<file path="src/bezier_curve_sampler_macros.svh">
// Assertion macros shared by the curve sampler modules.
// Defining NO_ASSERTIONS compiles every check away.
`ifndef BEZIER_CURVE_SAMPLER_MACROS_SVH
`define BEZIER_CURVE_SAMPLER_MACROS_SVH

`ifndef NO_ASSERTIONS

// The consequent must hold in the same cycle as the antecedent.
`define BCS_ASSERT_IMPL(label, clk, rst_n, pre, post, msg) \
    label: assert property (@(posedge clk) disable iff (!rst_n) (pre) |-> (post)) \
        else $error(msg);

// The consequent must hold in the cycle after the antecedent.
`define BCS_ASSERT_NEXT(label, clk, rst_n, pre, post, msg) \
    label: assert property (@(posedge clk) disable iff (!rst_n) (pre) |=> (post)) \
        else $error(msg);

`else

`define BCS_ASSERT_IMPL(label, clk, rst_n, pre, post, msg)
`define BCS_ASSERT_NEXT(label, clk, rst_n, pre, post, msg)

`endif

`endif

</file>
<file path="src/bcs_pkg.sv">
package bcs_pkg;

    // Coordinate and fraction formats.
    localparam int COORD_W = 32;
    localparam int FRAC_W  = 16;

    // Interpolation weight t in unsigned Q1.16; one is exactly representable.
    localparam int          T_W     = 17;
    localparam logic [16:0] ONE_Q16 = 17'h10000;

    // Steps per segment register.
    localparam int         STEPS_W     = 4;
    localparam logic [3:0] STEPS_RESET = 4'd4;
    localparam logic [3:0] STEPS_MIN   = 4'd1;
    localparam logic [3:0] STEPS_MAX   = 4'd9;

    // Point store limits; field widths cover the largest allowed store.
    localparam int MAX_POINTS_DEF = 8;
    localparam int CNT_W          = 4;
    localparam int SLOT_W         = 3;

    // Total step count, up to nine steps times seven segments.
    localparam int NS_W = 6;

    // Command queue between the front and back ends.
    localparam int QUEUE_DEPTH = 2;

    // One input beat.
    typedef struct packed {
        logic signed [COORD_W-1:0] point_x;
        logic signed [COORD_W-1:0] point_y;
        logic signed [COORD_W-1:0] point_z;
        logic                      last_point;
    } t_point_in;

    // One output beat.
    typedef struct packed {
        logic signed [COORD_W-1:0] sample_x;
        logic signed [COORD_W-1:0] sample_y;
        logic signed [COORD_W-1:0] sample_z;
        logic                      last_sample;
    } t_sample_out;

    // Classified command handed from the front end to the back end.
    typedef struct packed {
        t_point_in         point;
        logic              store;
        logic [SLOT_W-1:0] slot;
        logic [CNT_W-1:0]  count;
    } t_cmd;

endpackage

</file>
<file path="src/bcs_front.sv">
module bcs_front #(
    parameter int MAX_POINTS = bcs_pkg::MAX_POINTS_DEF
) (
    input  logic               i_clk,
    input  logic               i_rst_n,
    input  bcs_pkg::t_point_in i_point,
    input  logic               i_valid,
    output logic               o_stall,
    input  logic               i_full,
    output logic               o_push,
    output bcs_pkg::t_cmd      o_cmd
);
    import bcs_pkg::*;

    logic [CNT_W-1:0] r_count;
    logic [CNT_W-1:0] n_count;
    logic             room;

    // A beat is taken whenever the queue has a free entry.
    assign o_stall = i_full;
    assign o_push  = i_valid && !i_full;

    // Classify the point: store it if there is room, and record the fill.
    always_comb begin
        room            = r_count < CNT_W'(MAX_POINTS);
        o_cmd.point     = i_point;
        o_cmd.store     = room;
        o_cmd.slot      = r_count[SLOT_W-1:0];
        o_cmd.count     = room ? r_count + 1'b1 : r_count;
        n_count         = r_count;
        if (o_push) begin
            if (i_point.last_point) begin
                n_count = '0;
            end else begin
                n_count = o_cmd.count;
            end
        end
    end

    // Stored point count; the last point of a curve empties the store.
    always_ff @(posedge i_clk) begin
        if (!i_rst_n) begin
            r_count <= '0;
        end else begin
            r_count <= n_count;
        end
    end

endmodule

</file>
<file path="config.mk">
export PLATFORM = sky130hd
export DESIGN_NAME = bcs_front
export DESIGN_NICKNAME = d
export VERILOG_FILES = /design/src/bezier_curve_sampler_macros.svh /design/src/bcs_pkg.sv /design/src/bcs_front.sv
export SDC_FILE = /design/constraint.sdc
export NUM_CORES = 1
export LEC_CHECK = 0
export CORE_AREA = 2 2 81 83
export CTS_CLUSTER_SIZE = 28
export DETAILED_ROUTE_END_ITERATION = 8
export DIE_AREA = 0 0 83 85
export DONT_BUFFER_PORTS = 1
export GPL_ROUTABILITY_DRIVEN = 1
export PLACE_DENSITY_LB_ADDON = 0.2
export REMOVE_ABC_BUFFERS = 1
export SYNTH_ARGS = -nofsm -noshare
export SYNTH_HDL_FRONTEND = slang
export SYNTH_SLANG_ARGS = --single-unit
</file>
<file path="constraint.sdc">
create_clock -name i_clk -period 2.8 [get_ports i_clk]
set_input_delay 0.28 -clock i_clk [delete_from_list [all_inputs] [get_ports i_clk]]
set_output_delay 0.28 -clock i_clk [all_outputs]
set_load 0.005 [all_outputs]
</file>
Yosys cells after proc, flatten, opt, wreduce, memory -nomap -nowiden
Cells that the tools add are included.

Input port bits: 101. Register bits: 4. Logic and storage cells: 7. Output and inout port bits: 107.

Reductions and logical operators: 2. Magnitude comparators: 1. Muxes and demuxes: 2. $add $sub $neg: 1.

Operators by type and width (number): 2-to-1 mux 4 bit (2); adder 4 x 1 -> 4 bit (second input constant) (1); less-than comparator 4 bit (second input constant) (1); logical AND 1 bit (1); zero test 1 bit (1).

Depth between registers and ports, before layout
Depth in word-level cells: 3. Gate-level depth with buffers: 4. Gate-level depth less buffers: 4.

Least setup slack after synthesis
No wires, ideal clock.

Kind: flip-flop to flip-flop. From: reg r_count[0]. To: reg r_count[1]. Library setup time: 0.118 ns. Stages on the path, launching flop included: 5. Buffers on the path: 0. Required time: 2.682 ns. Data arrival time: 1.072 ns. Slack: 1.610 ns. Period minus slack after synthesis: 1.190 ns. Cells stage by stage: dfxtp_1 > ha_1 > mux2_2 > a22oi_1 > nor2b_1.

RTL lines: start, declared (RTL line bcs_front.sv:15) `logic [CNT_W-1:0] r_count;`; start signal, assigned (RTL line bcs_front.sv:45) `r_count <= n_count;`.

==> metrics.cfg <==
[outcome]
status=finished, final reports clean

[synth]
synth_cells=125
ys_seq_area_frac=0.0807
yosysWarnings=0
synthMuxAreaShare=0.0113
avgSynthCellArea_um2=7.94
synth.distinct_cells=17
synth.top_cell.area_share=0.772
synth_compound_area_frac=0.0303
ys_ff_latch=4
synthesis.area_um2=992
synth_area_leaders=buf_4 77%, dfxtp_1 8.1%, xnor2_2 1.6%
synth_top_cell_by_area=buf_4
synth_top_family_by_area=buffers and inverters
synth-simple-area-share=0.0605
synthXorXnorAreaFrac=0.0252
yosys.area_share.adder=0.0126

[min_path]
min_from=i_rst_n
holdPathStages=1
min_path_type=in -> reg

[die]
placementRows=29
dieArea_mm2=0.00706
initial_utilization=0.160
die_height_um=85
core_mm2=0.00620
die_x_um=83
num_io_pins=208

[detailed_routing]
num_vias=442
antenna_left=0
drc=0
dr.first_iter.drc_count=30
wl_um=10800
wire_per_inst_um=105
drt_pass1_iterations=4
via_per_inst=4.29

[sta]
fmaxAchievable_mhz=676
timing.final.crit_share=0.528
setup_viol=0
hold_viol=0
tns_ns=0
fin_skew_ns=0.000947
tightestPinTransition_ns=0.529
slew_viol_final=0
fin_crit_ns=1.48
relSlewSlack=0.647
rsz0062_at_grt=no
hold_ws_ns=0.197

[setup_path]
critPathArrivalTime_ns=1.20
r2r_start=r_count[0]
cp_data_required_time_ns=2.52
r2r_slack_ns=1.50
worstPathCellList=ha_1 > mux2_2
critPathLaunchType=register
critPathKind=reg -> out
path_max_fanout=5
crit_path_max_incr_delay_ns=0.43
critPathCaptureType=primary output
cp-startpoint=r_count[0]
reg2regPathDepth=4
crit_slowest_cell=dfxtp_1

[clocking]
post-cts-setup-buffers=0
cts-root-buf=clkbuf_8
clkTransAtPathRegs_ns=0.03
cts_tree=done
h-tree-depth=1
cts_made_buffers=3
cts_sinks=4
cts.path.max_buffers=2
cts_hold_buffers=0
cts_resized=0
clkLatencyLatePin_ns=0.22

[placed_design]
gp_congestion=1.11
port_buffers=0
dp_cells=100

[grt]
grt_pass1_wl_um=11900
grt_max_degree=7
groute.usage.overall=0.295
gr-total-overflow=0
grt_pass1_vias=402
antenna_found_initial=0

[finish]
final_nets=130
fillers=717
post-route-util=0.0587
fin_cells=103
drive_gt1_frac=0.231
largest_reg_flops=4
layout_common_cells=4 x dfxtp_1, 3 x clkbuf_8
n_antenna_cell=0
top_register=r_count
final_common_cell=dfxtp_1
top_regs=r_count (4)
synthToLayoutAreaGrowth_pct=-63.3

[power]
p_leak_nw=0.120
vdd_drop_max_uv=278
p_per_area_mw_per_mm2=526
finalPower_w=0.000191

[run]
maxCapViolCount=0

[worst max-delay path: cells and delay by family (launching register included)]
kind,cells,cell delay [ns]
adder cells (fa/ha/maj),1,0.26
flip-flops,1,0.43
multiplexers,1,0.29
[power by group]
group          switching (W)  leakage [nW]  internal, W   total [W]
clock network      0.0000312        0.0216    0.0000918    0.000123
registers         0.00000140        0.0323    0.0000582   0.0000596
logic             0.00000504        0.0663   0.00000378  0.00000881
[worst paths after layout]
kind / to
worst max register to register: r_count[1]
worst min register to register: r_count[1]
worst min-delay path: r_count[0]
worst max-delay path: o_cmd[1]
[area by class of cell]
cell class / instances / area [um2] / area share
multi-input cells: 17 / 139 / 0.381
flip-flops and latches: 4 / 80.1 / 0.220
inverters: 2 / 7.51 / 0.0206
clock buffers: 3 / 41.3 / 0.113
well taps: 77 / 96.3 / 0.265
[synthesized netlist by cell type]
| master | instances |
|---|---|
| nand2b_2 | 1 |
| nand2_1 | 1 |
| a32o_1 | 1 |
| ha_1 | 1 |
| a22oi_1 | 2 |
| xnor2_1 | 1 |
| nand2b_1 | 1 |
| and3b_1 | 1 |
| dfxtp_1 | 4 |
| mux2_2 | 1 |
| nor2b_1 | 2 |
| nor3b_1 | 2 |
| a21oi_1 | 1 |
| buf_4 | 102 |
| nand3_1 | 1 |
| xnor2_2 | 1 |
| inv_1 | 2 |
[logic make-up after synthesis]
| family | after synthesis |
|---|---|
| buffers and inverters | 104 |
| AND/OR/NAND/NOR | 9 |
| AO/OA/AOI/OAI | 4 |
| flip-flops | 4 |
| XOR/XNOR | 2 |
| multiplexers | 1 |
| adder cells (fa/ha/maj) | 1 |
[routing by layer]
metal | up-vias | part of all wire | track usage
met4 | 0 | 0.044 | 0.116
li1 | 87 | - | -
met2 | 191 | 0.57 | 0.592
met5 | - | 0 | 0.0839
met1 | 136 | 0.052 | 0.0309
met3 | 28 | 0.33 | 0.485
[per-stage QoR]
stage / worst slack, ns / cell area (um2)
6_report: 1.32 / 364
5_1_grt: 1.26 / 364
4_1_cts: 1.33 / 364
3_5_place_dp: 1.52 / 323
3_3_place_gp: 1.53 / 323
2_1_floorplan: 1.59 / 226
No activity file was read; power rests on OpenSTA's default activity.
