===== config.mk =====
export PLATFORM = sky130hd
export DESIGN_NAME = bcs_queue
export DESIGN_NICKNAME = d
export VERILOG_FILES = /design/src/bcs_pkg.sv /design/src/bcs_queue.sv
export VERILOG_INCLUDE_DIRS = /design/src /design/src/src
export SDC_FILE = /design/constraint.sdc
export NUM_CORES = 1
export LEC_CHECK = 0
export BUFFER_PORTS_ARGS = -buffer_cell sky130_fd_sc_hd__buf_2
export CORE_MARGIN = 2
export CORE_UTILIZATION = 47
export DETAILED_ROUTE_END_ITERATION = 16
export MAX_ROUTING_LAYER = met4
export PLACE_DENSITY = 0.75
export SYNTH_ARGS = -nofsm -noshare
export SYNTH_HDL_FRONTEND = slang
export SYNTH_SLANG_ARGS = --single-unit
export TNS_END_PERCENT = 100

===== constraint.sdc =====
create_clock -name i_clk -period 6.9 [get_ports i_clk]
set_input_delay 1.38 -clock i_clk [delete_from_list [all_inputs] [get_ports i_clk]]
set_output_delay 1.38 -clock i_clk [all_outputs]
set_load 0.05 [all_outputs]

===== src/bezier_curve_sampler_macros.svh =====
// Assertion macros shared by the curve sampler modules.
// Defining NO_ASSERTIONS compiles every check away.
`ifndef BEZIER_CURVE_SAMPLER_MACROS_SVH
`define BEZIER_CURVE_SAMPLER_MACROS_SVH

`ifndef NO_ASSERTIONS

// The consequent must hold in the same cycle as the antecedent.
`define BCS_ASSERT_IMPL(label, clk, rst_n, pre, post, msg) \
    label: assert property (@(posedge clk) disable iff (!rst_n) (pre) |-> (post)) \
        else $error(msg);

// The consequent must hold in the cycle after the antecedent.
`define BCS_ASSERT_NEXT(label, clk, rst_n, pre, post, msg) \
    label: assert property (@(posedge clk) disable iff (!rst_n) (pre) |=> (post)) \
        else $error(msg);

`else

`define BCS_ASSERT_IMPL(label, clk, rst_n, pre, post, msg)
`define BCS_ASSERT_NEXT(label, clk, rst_n, pre, post, msg)

`endif

`endif


===== src/bcs_pkg.sv =====
package bcs_pkg;

    // Coordinate and fraction formats.
    localparam int COORD_W = 32;
    localparam int FRAC_W  = 16;

    // Interpolation weight t in unsigned Q1.16; one is exactly representable.
    localparam int          T_W     = 17;
    localparam logic [16:0] ONE_Q16 = 17'h10000;

    // Steps per segment register.
    localparam int         STEPS_W     = 4;
    localparam logic [3:0] STEPS_RESET = 4'd4;
    localparam logic [3:0] STEPS_MIN   = 4'd1;
    localparam logic [3:0] STEPS_MAX   = 4'd9;

    // Point store limits; field widths cover the largest allowed store.
    localparam int MAX_POINTS_DEF = 8;
    localparam int CNT_W          = 4;
    localparam int SLOT_W         = 3;

    // Total step count, up to nine steps times seven segments.
    localparam int NS_W = 6;

    // Command queue between the front and back ends.
    localparam int QUEUE_DEPTH = 2;

    // One input beat.
    typedef struct packed {
        logic signed [COORD_W-1:0] point_x;
        logic signed [COORD_W-1:0] point_y;
        logic signed [COORD_W-1:0] point_z;
        logic                      last_point;
    } t_point_in;

    // One output beat.
    typedef struct packed {
        logic signed [COORD_W-1:0] sample_x;
        logic signed [COORD_W-1:0] sample_y;
        logic signed [COORD_W-1:0] sample_z;
        logic                      last_sample;
    } t_sample_out;

    // Classified command handed from the front end to the back end.
    typedef struct packed {
        t_point_in         point;
        logic              store;
        logic [SLOT_W-1:0] slot;
        logic [CNT_W-1:0]  count;
    } t_cmd;

endpackage


===== src/bcs_queue.sv =====
`include "bezier_curve_sampler_macros.svh"

module bcs_queue (
    input  logic          i_clk,
    input  logic          i_rst_n,
    input  logic          i_push,
    input  bcs_pkg::t_cmd i_cmd,
    input  logic          i_pop,
    output bcs_pkg::t_cmd o_cmd,
    output logic          o_valid,
    output logic          o_full
);
    import bcs_pkg::*;

    localparam int PTR_W  = $clog2(QUEUE_DEPTH);
    localparam int FILL_W = $clog2(QUEUE_DEPTH + 1);

    t_cmd              r_mem [QUEUE_DEPTH];
    logic [PTR_W-1:0]  r_wr_ptr;
    logic [PTR_W-1:0]  r_rd_ptr;
    logic [FILL_W-1:0] r_fill;

    assign o_cmd   = r_mem[r_rd_ptr];
    assign o_valid = r_fill != '0;
    assign o_full  = r_fill == FILL_W'(QUEUE_DEPTH);

    // Entry storage.
    always_ff @(posedge i_clk) begin
        if (i_push) begin
            r_mem[r_wr_ptr] <= i_cmd;
        end
    end

    // Pointers and fill level.
    always_ff @(posedge i_clk) begin
        if (!i_rst_n) begin
            r_wr_ptr <= '0;
            r_rd_ptr <= '0;
            r_fill   <= '0;
        end else begin
            if (i_push) begin
                r_wr_ptr <= (r_wr_ptr == PTR_W'(QUEUE_DEPTH - 1)) ? '0 : r_wr_ptr + 1'b1;
            end
            if (i_pop) begin
                r_rd_ptr <= (r_rd_ptr == PTR_W'(QUEUE_DEPTH - 1)) ? '0 : r_rd_ptr + 1'b1;
            end
            if (i_push && !i_pop) begin
                r_fill <= r_fill + 1'b1;
            end else if (i_pop && !i_push) begin
                r_fill <= r_fill - 1'b1;
            end
        end
    end

    `BCS_ASSERT_IMPL(a_no_overflow, i_clk, i_rst_n, i_push, !o_full, "push into full queue")
    `BCS_ASSERT_IMPL(a_no_underflow, i_clk, i_rst_n, i_pop, o_valid, "pop from empty queue")
    `BCS_ASSERT_NEXT(a_push_visible, i_clk, i_rst_n, i_push && !i_pop, o_valid, "pushed entry lost")

endmodule


; ---- Word level (Yosys, flattened, before mapping)
; Memories as Yosys holds them, arrays and structs flattened. A register that Yosys moved wholly into a read port is not among the register bits.
; Cells that the tools add are included.
[word_totals]
ram_bits = 210
wordCells = 23
output_inout_bits = 107
in_bits = 109
ff_bits = 4
mem_count = 1
[classes]
add_sub_neg = 4
eq_ne = 1
reduce_logical = 6
muxes = 8
[memory_table]
columns = name, words, width, read_ports, rd_ports_with_merged_regs, wr, line
row1 = r_mem, 2, 105, 1, 1, 1, bcs_queue.sv:18  ; t_cmd r_mem [QUEUE_DEPTH];
[ops]
columns = operator, count
row1 = $mux 1, 6
row2 = $mux 2, 2
row3 = $reduce_bool 2->1, 2
row4 = $add 1x1->1 const B, 2
row5 = $add 2x1->2 const B, 1
row6 = $eq 2x2->1 const B, 1
row7 = $logic_and 1x1->1, 2
row8 = $logic_not 1->1, 2
row9 = $sub 2x1->2 const B, 1

; ---- Logic depth before layout (Yosys ltp)
; Gate-level depths: netlist of run 1.
[depth]
word_depth = 4
mapped_depth = 5
ltp_nobuf = 5

; ---- Least setup slack after synthesis of run 1
; Ideal clock, no wire load.
[synth_timing]
kind = input to register
start = input port i_push
end = memory r_mem[0][0] (netlist name), enable pin
path_stages = 1
setup_time_ns = 0.583
n_path_buf = 0
setup_slack_ns = 0.341
arrival_time_ns = 5.977
required_time_ns = 6.317
cell_sequence = nor2b_1
[synth_between]
elab_chain_len = 2
[synth_lines]
columns = element, line
row1 = start: declaration, bcs_queue.sv:6  ; input logic i_push,
row2 = $mux 1, bcs_queue.sv:29  ; if (i_push) begin
row3 = $mux 1 (not written as such), bcs_queue.sv:30  ; r_mem[r_wr_ptr] <= i_cmd;
row4 = end: declaration, bcs_queue.sv:18
; Every way passes these cells.

==> results.cfg, run 1 <==
[global_route]
grt_max_degree = 75
use_met3 = 0.03491
top_usage_layer = met2
grtUsageMet1 = 0.1804
antenna_found_initial = 1
grt_usage = 0.1547
grt_pass1_wl_mm = 21.16
use_met2 = 0.2671
gr-total-overflow = 0
grt_pass1_vias = 4244

[pwr]
p_total_w = 0.003198
leakagePower_nw = 3.875
power_switching_w = 0.0008149
vdd_drop_max_uv = 219.1
clock_power_share = 0.363
switching_share = 0.2548
combinationalPowerShare = 0.154
power.internal_w = 0.002383
power_frac_seq = 0.483
p_per_area_mw_per_mm2 = 319.1

[route]
antenna_left = 0
drc = 0
drt_pass1_iterations = 5
vias = 3999
drt-initial-drc-count = 180
routed_via_density = 4.907
wl_per_cell_um = 17.48
wl_mm = 14.25

[cts]
cts_setup_buffers = 0
cts_root_buf = clkbuf_16
cts_buffer_depth = 3
numCtsBuffers = 22
cts_tree = built
htree_levels = 1
cts.clk_slew.worst_paths_ps = 60
cts.sinks = 215
ctsHoldBuffers = 0
cts.repair.resized = 0
insertion_delay_ps = 480

[place]
hpwlAfterDp_mm = 9.102
gp_congestion = 0.7370
port_buffers = 215
place_area_mm2 = 0.009295
place_worst_setup_slack_ps = 3133

[outcome]
outcome = complete, no violations

[worst_setup_path]
endpoint_kind = primary output
cp-start-kind = flop
rrSetupSlack_ps = 4740
critPathArrivalTime_ps = 2870
worstSetupPathType = flop to primary output
cpPeakStageDelay_ps = 960
cp_max_fo = 65
crit_path_top_delay_cell = dfxtp_4
cp_cell_sequence = buf_4, mux2_2, buf_2
required_ps = 5520

[logic_synthesis]
yosysTopAreaCell = edfxtp_1
avgSynthCellArea_um2 = 23.06
ys_warn_count = 0
seq_area_frac_synth = 0.7961
synth_edf_count = 210
synth_area_leaders = edfxtp_1 (78%), mux2_4 (9.3%), mux2_2 (7.7%), buf_12 (1.2%), dfxtp_1 (1.2%)
syn_inst = 349
synth_top_area_frac = 0.7837
yosysMostFrequentCell = edfxtp_1
ys_types = 19
syn_nets = 459
syn_area_mm2 = 0.008046
yosys-top-cells-count = edfxtp_1 (210), mux2_2 (55), mux2_4 (50)
synthArstFlopShare = 0
ys_ff_latch = 215
synth_flop_cell = edfxtp_1

[timing]
timing.final.hold_violations = 0
timing.final.crit_share = 0.6159
setup_viol = 0
max_slew.worst_pin.slew_ps = 1091
finalCriticalPeriod_ps = 4250
fin_setup_tns_ps = 0
max_freq_ghz = 0.2353
drv_slew = 0
clock_skew_ps = 4.296
setup_slack_ps = 2650
rsz0062_at_grt = no
holdWs_ps = 511.5
relSlewSlack = 0.2713

[final_layout]
area_delta_synth_final_pct = 24.54
layout.nets = 689
final_area_mm2 = 0.01002
final_layout_size_suffix_gt1_frac = 0.5993

[floorplanning]
core-area_mm2 = 0.01664
rows = 47
initial_core_util = 0.4835
die_area_mm2 = 0.01818
die_w_um = 134.8
fp.dieH_um = 134.8
ios = 216

[worst_hold_path]
hold_path_class = flop to flop

[run]
max_cap_violations = 0
[kinds of logic (layout without fill, tap and decap cells)]
kind of cell | Yosys count | in the layout | synth area share
AOI/OAI and AO/OA | 3 | 3 | 0.002488
xor gates and xnor gates | 3 | 3 | 0.003266
adders and majority gates | 1 | 1 | 0.001555
buffers and inverters | 13 | 258 | 0.01928
DFF | 215 | 215 | 0.7961
muxes | 105 | 105 | 0.1703
other | 0 | 1 | 0
and+or+nand+nor | 9 | 9 | 0.006998
[layout make-up]
cell class	count	area, µm²
clock inverter	6	80.08
clock buffer	33	643.1
multi-input combinational	121	1495
inverter	1	3.754
timing repair buffer	218	1111
tap	220	275.3
fill	1215	6621
antenna	1	2.502
sequential	215	6410
[worst max-delay path, delay by kind of cell (launching register included)]
family / cells / cell delay [ps]
buf+inv: 2 / 950
flops: 1 / 960
mux: 1 / 410
[flip-flops by register name (all words and copies together), names as in the netlist, named ones only]
signal,cells
r_mem,210
r_fill,2
r_rd_ptr,1
r_wr_ptr,1
[layout by cell type (no fill, tap or decap)]
master	n
a21boi_1	1
and2_1	3
and2_4	1
buf_12	1
buf_2	215
buf_4	2
bufinv_16	2
clkbuf_1	7
clkbuf_16	23
clkbuf_8	3
clkinv_1	3
dfxtp_1	4
dfxtp_4	1
diode_2	1
edfxtp_1	210
ha_1	1
inv_1	1
inv_6	1
mux2_2	55
mux2_4	50
nor2b_1	2
nor2b_4	1
o21a_1	1
o21ai_0	1
or2_2	1
or3_1	1
xnor2_1	1
xor2_1	2
[power groups by stage]
stage | clock, W | combinational (W) | sequential (W)
after global routing | 0.00124 | 0.000516 | 0.00155
final | 0.00116 | 0.000493 | 0.00154
after floorplan | 0 | 0.000406 | 0.00156
after CTS | 0.00119 | 0.000499 | 0.00154
after detailed placement | 0 | 0.000497 | 0.00157
after global placement | 0 | 0.000490 | 0.00157
[final timing paths]
kind	from	to	cells after the start
worst max-delay path	flop	o_cmd[91]	3
worst min-delay path	r_fill[1]	r_fill[1]	2
worst max register to register	r_wr_ptr	r_mem[1][17]	2
worst min register to register	r_fill[1]	r_fill[1]	2
[metal layers]
metal / wire [µm] / part of all wire
met1: 5791 / 0.41
met2: 7101 / 0.50
met3: 1073 / 0.075
met4: 281 / 0.020
met5: 0 / 0
[stage by stage]
| step | std cells | utilization |
|---|---|---|
| floorplan | 349 | - |
| global placement | 775 | 0.5585 |
| detailed placement | 775 | 0.5585 |
| CTS | 814 | 0.6020 |
| global route | 815 | 0.6021 |
| finish | 815 | 0.6021 |
(Power assumes the default switching activity.)
==> inputs of run 2 (changes only) <==
clock period = 3.9 ns   (was 6.9 ns; I/O delays follow)
==> results.cfg, run 2 (same netlist as run 1, synthesis figures left out) <==
[place]
gp_congestion = 0.7921
port_buffers = 215
hpwlAfterDp_mm = 9.746

[route]
drc = 0
drt_pass1_iterations = 4
vias = 4050
wl_mm = 14.82
wl_per_cell_um = 18.08
routed_via_density = 4.939
drt-initial-drc-count = 221
antenna_left = 0

[cts]
cts.repair.resized = 0
cts_setup_buffers = 0
insertion_delay_ps = 500
cts_buffer_depth = 3
cts.clk_slew.worst_paths_ps = 60
cts_root_buf = clkbuf_16
numCtsBuffers = 23
cts_tree = built
ctsHoldBuffers = 0
cts.sinks = 215
htree_levels = 1

[global_route]
grt_pass1_wl_mm = 22.75
antenna_found_initial = 1
grt_max_degree = 55
gr-total-overflow = 0
grt_usage = 0.1662
grt_pass1_vias = 4451

[final_layout]
multi_input_area_mm2 = 0.001495
regArea_mm2 = 0.006410
final_common_cell = buf_2
final_layout_size_suffix_gt1_frac = 0.6060
largestRegisters = r_mem: 210 flops, r_fill: 2 flops
largest_reg_flops = 210
layout.nets = 692
area_delta_synth_final_pct = 26.09
mostFrequentLayoutCells = buf_2 (215), edfxtp_1 (210), mux2_2 (55)
top_register = r_mem
n_fill_cell = 1247

[timing]
fin_setup_tns_ps = 0
timing.final.hold_violations = 0
timing.final.crit_share = 0.7557
drv_slew = 0
max_freq_ghz = 0.3393
rsz0062_at_grt = no
relSlewSlack = 0.4542
clock_skew_ps = 7.193
finalCriticalPeriod_ps = 2947
setup_viol = 0
holdWs_ps = 469.7
max_slew.worst_pin.slew_ps = 816.9

[worst_setup_path]
worstReg2RegEnd = r_mem[1][29]
endpoint_kind = primary output
cp-start-kind = flop
worstSetupPathType = flop to primary output
rrSetupSlack_ps = 2080
r2r_start = r_wr_ptr
required_ps = 3120
critPathArrivalTime_ps = 2170
cp_max_fo = 32
ff2ff_path_depth = 2

[floorplanning]
fp.dieH_um = 134.8
die_area_mm2 = 0.01818
core-area_mm2 = 0.01664
rows = 47
initial_core_util = 0.4835
die_w_um = 134.8
ios = 216

[pwr]
vdd_drop_max_uv = 527.4
p_total_w = 0.005866
p_per_area_mw_per_mm2 = 578.2
leakagePower_nw = 3.936

[worst_hold_path]
min_from = i_cmd[59]
hold_path_class = primary input to flop
min_path_cells = 1
hold_path_end = r_mem[0][59]

[run]
max_cap_violations = 0

[outcome]
outcome = complete, no violations
run 2: changes by cell type in the layout (fill, tap and decap cells not counted):
cell,before,now
clkinv_2,0,4
clkbuf_1,7,4
buf_12,1,4
buf_4,2,1
clkinv_1,3,4
bufinv_16,2,5
inv_8,0,1
clkbuf_8,3,0
run 2: worst max path at each step:
stage                 from          end  slack (ps)  cells after the start
floorplan           i_push  r_mem[1][0]         230                      1
global placement      flop   o_cmd[101]        1500                      3
detailed placement    flop    o_cmd[25]        1470                      3
CTS                   flop    o_cmd[25]         930                      3
global route          flop    o_cmd[25]         860                      3
finish                flop    o_cmd[25]         950                      3
run 2: where the power goes:
part / internal [W] / leakage, nW / switching, W
clock network: 0.00142 / 0.391 / 0.000836
logic: 0.000282 / 1.53 / 0.000616
registers: 0.00267 / 2.01 / 0.0000440
total: 0.00437 / 3.94 / 0.00150
run 2: layout make-up:
type | instances | share of cell area
Antenna cell | 1 | 0.0002466
Clock buffer | 27 | 0.05821
Inverter | 1 | 0.0003700
Sequential cell | 215 | 0.6318
Timing Repair Buffer | 220 | 0.1147
Tap cell | 220 | 0.02713
Clock inverter | 15 | 0.02022
Multi-Input combinational cell | 121 | 0.1474
run 2: metal layers:
metal,up-vias,track usage,wire length [µm]
met5,-,-,0
met4,0,0.04444,231
met3,20,0.04392,1166
met2,168,0.2772,7362
met1,2003,0.2026,6062
li1,1859,-,-
run 2: metrics by stage:
| step | worst slack (ps) | instances | instance area (µm²) | util |
|---|---|---|---|---|
| floorplan | 234.9 | 349 | 8054 | - |
| global placement | 1500 | 777 | 9348 | 0.5617 |
| detailed placement | 1472 | 777 | 9348 | 0.5617 |
| CTS | 928.5 | 819 | 10140 | 0.6095 |
| global route | 862.4 | 820 | 10150 | 0.6097 |
| finish | 952.8 | 820 | 10150 | 0.6097 |
run 2: critical path: stages (launching register included):
cell and delay (ps):
dfxtp_4 580, buf_4 440, mux2_2 400, buf_2 210
